`src/dis_pkg.sv`:
```
// Shared types and constants for the dual interleaved stack.
`timescale 1ns / 1ps

package dis_pkg;

   // Entries per stack and derived widths.
   localparam int DEPTH       = 1024;
   localparam int STORE_WORDS = 2 * DEPTH;
   localparam int PTR_W       = (DEPTH > 1) ? $clog2(DEPTH) : 1;
   localparam int ADDR_W      = $clog2(STORE_WORDS);
   localparam int CNT_W       = $clog2(DEPTH + 1);
   localparam int DATA_W      = 32;
   localparam int HEIGHT_W    = 11;
   localparam int CMD_W       = 2;

   // Command codes; code 3 is not a command and leaves both stacks as they are.
   localparam logic [CMD_W-1:0] CMD_PUSH = 2'd0;
   localparam logic [CMD_W-1:0] CMD_POP  = 2'd1;
   localparam logic [CMD_W-1:0] CMD_TOP  = 2'd2;

   // Result status codes.
   typedef enum logic [1:0] {
      ST_OK    = 2'd0,
      ST_UNDER = 2'd1,
      ST_OVER  = 2'd2
   } status_type;

   // Controller states.
   typedef enum logic [1:0] {
      S_IDLE,
      S_EXEC,
      S_LOAD,
      S_RESP
   } state_type;

   // Commands from the controller to the datapath.
   typedef struct packed {
      logic load_item;
      logic exec;
      logic load_read;
   } dp_cmd_type;

   // Status from the datapath to the controller.
   typedef struct packed {
      logic read_needed;
   } dp_status_type;

   // Stack height as reported on the result port.
   function automatic logic [HEIGHT_W-1:0] to_height(input logic [CNT_W-1:0] cnt);
      return HEIGHT_W'(cnt);
   endfunction

endpackage

```
`src/dis_ctrl.sv`:
```
// Controller state machine that sequences one beat through the datapath.
`timescale 1ns / 1ps

module dis_ctrl (
   input  logic                   clock,
   input  logic                   reset,
   input  logic                   req_valid,
   output logic                   req_ready,
   output logic                   rsp_valid,
   input  logic                   rsp_ready,
   output dis_pkg::dp_cmd_type    dp_cmd,
   input  dis_pkg::dp_status_type dp_status
);
   import dis_pkg::*;

   state_type state_ff;
   state_type state_in;

   // State register.
   always_ff @(posedge clock) begin
      if (reset) begin
         state_ff <= S_IDLE;
      end else begin
         state_ff <= state_in;
      end
   end

   // Next state.
   always_comb begin
      state_in = state_ff;
      unique case (state_ff)
         S_IDLE: begin
            if (req_valid) begin
               state_in = S_EXEC;
            end
         end
         S_EXEC: begin
            state_in = dp_status.read_needed ? S_LOAD : S_RESP;
         end
         S_LOAD: begin
            state_in = S_RESP;
         end
         S_RESP: begin
            if (rsp_ready) begin
               state_in = S_IDLE;
            end
         end
         default: begin
            state_in = S_IDLE;
         end
      endcase
   end

   // Outputs and datapath commands.
   always_comb begin
      req_ready = 1'b0;
      rsp_valid = 1'b0;
      dp_cmd    = '0;
      unique case (state_ff)
         S_IDLE: begin
            req_ready        = 1'b1;
            dp_cmd.load_item = req_valid;
         end
         S_EXEC: begin
            dp_cmd.exec = 1'b1;
         end
         S_LOAD: begin
            dp_cmd.load_read = 1'b1;
         end
         S_RESP: begin
            rsp_valid = 1'b1;
         end
         default: begin
            req_ready = 1'b0;
         end
      endcase
   end

endmodule

```
`config.mk`:
```
export PLATFORM = sky130hd
export DESIGN_NAME = dis_ctrl
export DESIGN_NICKNAME = d
export VERILOG_FILES = /design/src/dis_pkg.sv /design/src/dis_ctrl.sv
export SDC_FILE = /design/constraint.sdc
export NUM_CORES = 1
export LEC_CHECK = 0
export BUFFER_PORTS_ARGS = -buffer_cell sky130_fd_sc_hd__buf_2
export CORE_AREA = 3 3 40 42
export CTS_CLUSTER_DIAMETER = 120
export CTS_CLUSTER_SIZE = 8
export DETAILED_ROUTE_END_ITERATION = 10
export DIE_AREA = 0 0 43 45
export HOLD_SLACK_MARGIN = 0.06
export SETUP_SLACK_MARGIN = 0.1
export SYNTH_ARGS = -nofsm -noshare
export SYNTH_HDL_FRONTEND = slang
export SYNTH_SLANG_ARGS = --single-unit
export TNS_END_PERCENT = 50
```
`constraint.sdc`:
```
create_clock -name clock -period 1.79 [get_ports clock]
set_clock_uncertainty 0.1 [all_clocks]
set_input_delay 0.2685 -clock clock [delete_from_list [all_inputs] [get_ports clock]]
set_output_delay 0.2685 -clock clock [all_outputs]
set_load 0.005 [all_outputs]
```
==> impl_summary.log <==
INFO  metric diode_count = 0
INFO  metric hp-class = primary input to register
INFO  metric worstPathArrival = around 1.2 ns
INFO  metric fp-row-count = 13
INFO  metric synth.avg_cell_area = 8.758 µm²
INFO  metric post_cts.repair.setup_buffers = 0
INFO  metric grt_setup_unrepaired = false
INFO  metric drtIter0Drc = 0
INFO  metric area_growth_syn_to_layout = 51.88%
INFO  metric cts.clk_slew.worst_paths = around 0.030 ns
INFO  metric final_non_filler_cell_area = between 200 and 300 µm²
INFO  metric finish.net_count = between 40 and 50
INFO  metric crit_required = around 1.4 ns
INFO  metric reg_top3 = state_ff x2
INFO  metric power_density_over_cell_area = between 1500 and 2000 nW/µm²
INFO  metric grt_util_all_layers = 0.05320
INFO  metric clock_tree.root_cell = sky130_fd_sc_hd__clkbuf_4
INFO  metric hold_viol = 0
INFO  metric p_sw = 151.3 µW
INFO  metric largest_net_degree_at_the_start_of_global_routing = 6
INFO  metric postCtsHoldBufs = 0
INFO  metric slew_headroom = 0.7130
INFO  metric avgViaCountPerCell = approximately 3.5
INFO  metric worst_skew_pair.late_latency = 0.22 ns
INFO  metric vias = between 150 and 200
INFO  metric routed_wl = 372 µm
INFO  metric vdd_drop_max = ~0.0003 V
INFO  metric worstHoldPathCells = 2
INFO  metric drt_pass1_iterations = 1
INFO  metric globalplace.congestion = between 0.6 and 0.7
INFO  metric n_fill_cell = ~150
INFO  metric finalMaxSlewViolations = 0
INFO  metric yosysWarnings = 0
INFO  metric setup_violations = 0
INFO  metric comb_power_share = 0.537
INFO  metric port-buffer-count = 9
INFO  metric synthDistinctLibCells = 12
INFO  metric fp.dieArea = about 1900 µm²
INFO  metric setup.worst_path.class = register to output pin
INFO  metric rrSetupSlack = 0.30 ns
INFO  metric rr_worst_depth = 5
INFO  metric tritoncts_num_sinks = 2
INFO  metric min_period_over_period = 0.8602
INFO  metric htreeDepth = 1
INFO  metric cts_buffer_depth = 2
INFO  metric max-cap-violations = 0
INFO  metric post_cts.resized_instances = 0
INFO  metric pin_count = 10
INFO  metric placement.cell_area = ~230 µm²
INFO  metric first_global_vias = roughly 180
INFO  metric drive_gt1_frac = 0.3871
INFO  metric overflow = 0
INFO  metric synthesis.nets = 28
INFO  metric synthesis.area = between 150 and 200 µm²
INFO  metric register_with_the_highest_flop_count = state_ff
INFO  metric synthCells = 19
INFO  metric fp.coreArea = between 1000 and 1500 µm²
INFO  metric critical_path.startpoint_type = register
INFO  metric tns = 0 ns
INFO  metric worst-path-max-fanout = 5
INFO  metric die_width = between 40 and 50 µm
INFO  metric drt.antenna.violating_nets = 0
INFO  metric ys_seq_area_frac = 0.2406
INFO  metric critical_path.endpoint_type = output pin
INFO  metric worstReg2RegStart = state_ff[1]$_SDFFE_PP0P_
INFO  metric die_height = approximately 45 µm
INFO  metric worstHoldStart = reset
INFO  metric start_util = 0.1295
INFO  metric tightestPinTransition = between 0.4 and 0.5 ns
INFO  metric cts_buffers = 3
INFO  metric pre_cts_slack = around 0.3 ns
INFO  metric final_period_minus_worst_setup_slack = 1.540 ns
INFO  metric power.switching_fraction = 0.3709
INFO  metric largest_register_ff_count = 2
INFO  metric power.share.clock = 0.239
INFO  metric cts_tree = done
INFO  metric hpwlAfterDp = between 300 and 400 µm
INFO  metric max_freq = between 0.6 and 0.7 GHz
INFO  metric seq_power_share = 0.224
INFO  metric power.static_leakage = ~0.00013 µW
INFO  metric routedWlPerCell = 8.087 µm
INFO  metric global_route_wire_length_before_repair = just under 700 µm
INFO  metric run_status = complete, no violations
INFO  metric r2r-end = state_ff[1]$_SDFFE_PP0P_
INFO  metric internal_power = 256.7 µW
INFO  metric grt_antenna_before_repair = 0
INFO  metric post-route-worst-setup-slack = roughly 0.25 ns
INFO  metric min_to = state_ff[1]$_SDFFE_PP0P_
INFO  metric postSynthRegisterBits = 2
INFO  metric drcViolationCount = 0
[stage by stage]
| step | util | total power (µW) | std cells | hold WS [ns] |
|---|---|---|---|---|
| after global routing | 0.1967 | 459.6 | 46 | 0.1224 |
| after detailed placement | 0.1792 | 317.4 | 43 | 0.3537 |
| after CTS | 0.1967 | 421.7 | 46 | 0.1143 |
| final | 0.1967 | 408.1 | 46 | 0.1201 |
| after global placement | 0.1792 | 310.2 | 43 | 0.3474 |
| after floorplan | - | 235.9 | 19 | 0.2376 |
[metal layers]
metal  vias to the layer above  wire, µm  track usage
li1                         89         -            -
met1                        67       145      0.05036
met2                         7       179      0.07485
met3                         0        47      0.02390
met4                         0         0      0.07229
met5                         -         0            0
[kinds of logic after synthesis]
family	Yosys count	share of synthesized area
buf+inv	3	0.06766
fa+ha+maj	4	0.3008
simple gates	6	0.2331
compound gates	4	0.1579
flops	2	0.2406
[cells in the mapped netlist (all sizes together)]
| library cell | instances | area (µm²) |
|---|---|---|
| ha | 4 | 50.05 |
| inv | 3 | 11.26 |
| dfxtp | 2 | 40.04 |
| nor2b | 2 | 12.51 |
| a2111oi | 1 | 8.760 |
| a21oi | 1 | 5.000 |
| and2 | 1 | 6.260 |
| nor2 | 1 | 3.750 |
| nor3b | 1 | 7.510 |
| o21ai | 1 | 5.000 |
| o31ai | 1 | 7.510 |
| or3b | 1 | 8.760 |
[critical path, stage by stage (launching register included)]
cell	delay, ns
sky130_fd_sc_hd__dfxtp_1	0.39
sky130_fd_sc_hd__inv_1	0.08
sky130_fd_sc_hd__ha_1	0.22
sky130_fd_sc_hd__and2_1	0.14
sky130_fd_sc_hd__buf_2	0.12
[power by group through the flow]
stage / Combinational (µW) / Clock (µW) / Sequential [µW]
after floorplan: 150 / 0 / 86.3
after global placement: 218 / 0 / 91.7
after detailed placement: 224 / 0 / 93.5
after CTS: 225 / 105 / 92.4
after global routing: 258 / 106 / 95.4
final: 219 / 97.4 / 91.5
[layout make-up]
cell class,count,area (µm²),area share
multi-input combinational,14,115.1,0.4554
inverter,3,11.26,0.04455
sequential,2,40.04,0.1584
clock buffer,3,22.52,0.08911
timing repair buffer,9,45.04,0.1782
tap,15,18.77,0.07426
[cell usage in the layout (no fill, tap or decap), drive strengths merged]
cell type  Yosys  layout
clkbuf         0       3
a21oi          1       1
ha             4       4
buf            0       9
dfxtp          2       2
nor2b          2       2
or3b           1       1
o21ai          1       1
inv            3       3
a2111oi        1       1
nor2           1       1
nor3b          1       1
and2           1       1
o31ai          1       1
[how the worst max path moves through the flow]
stage	cells after the start	from	slack, ns	end
after CTS	4	state_ff[1]$_SDFFE_PP0P_	0.23	dp_cmd[2]
after detailed placement	5	state_ff[1]$_SDFFE_PP0P_	0.29	state_ff[1]$_SDFFE_PP0P_
after global placement	5	state_ff[1]$_SDFFE_PP0P_	0.33	state_ff[1]$_SDFFE_PP0P_
final	4	state_ff[1]$_SDFFE_PP0P_	0.25	dp_cmd[2]
after floorplan	5	state_ff[0]$_SDFFE_PP0P_	0.38	state_ff[1]$_SDFFE_PP0P_
after global routing	5	state_ff[1]$_SDFFE_PP0P_	0.14	state_ff[0]$_SDFFE_PP0P_
Note: power is estimated with default switching activity, not from simulation.
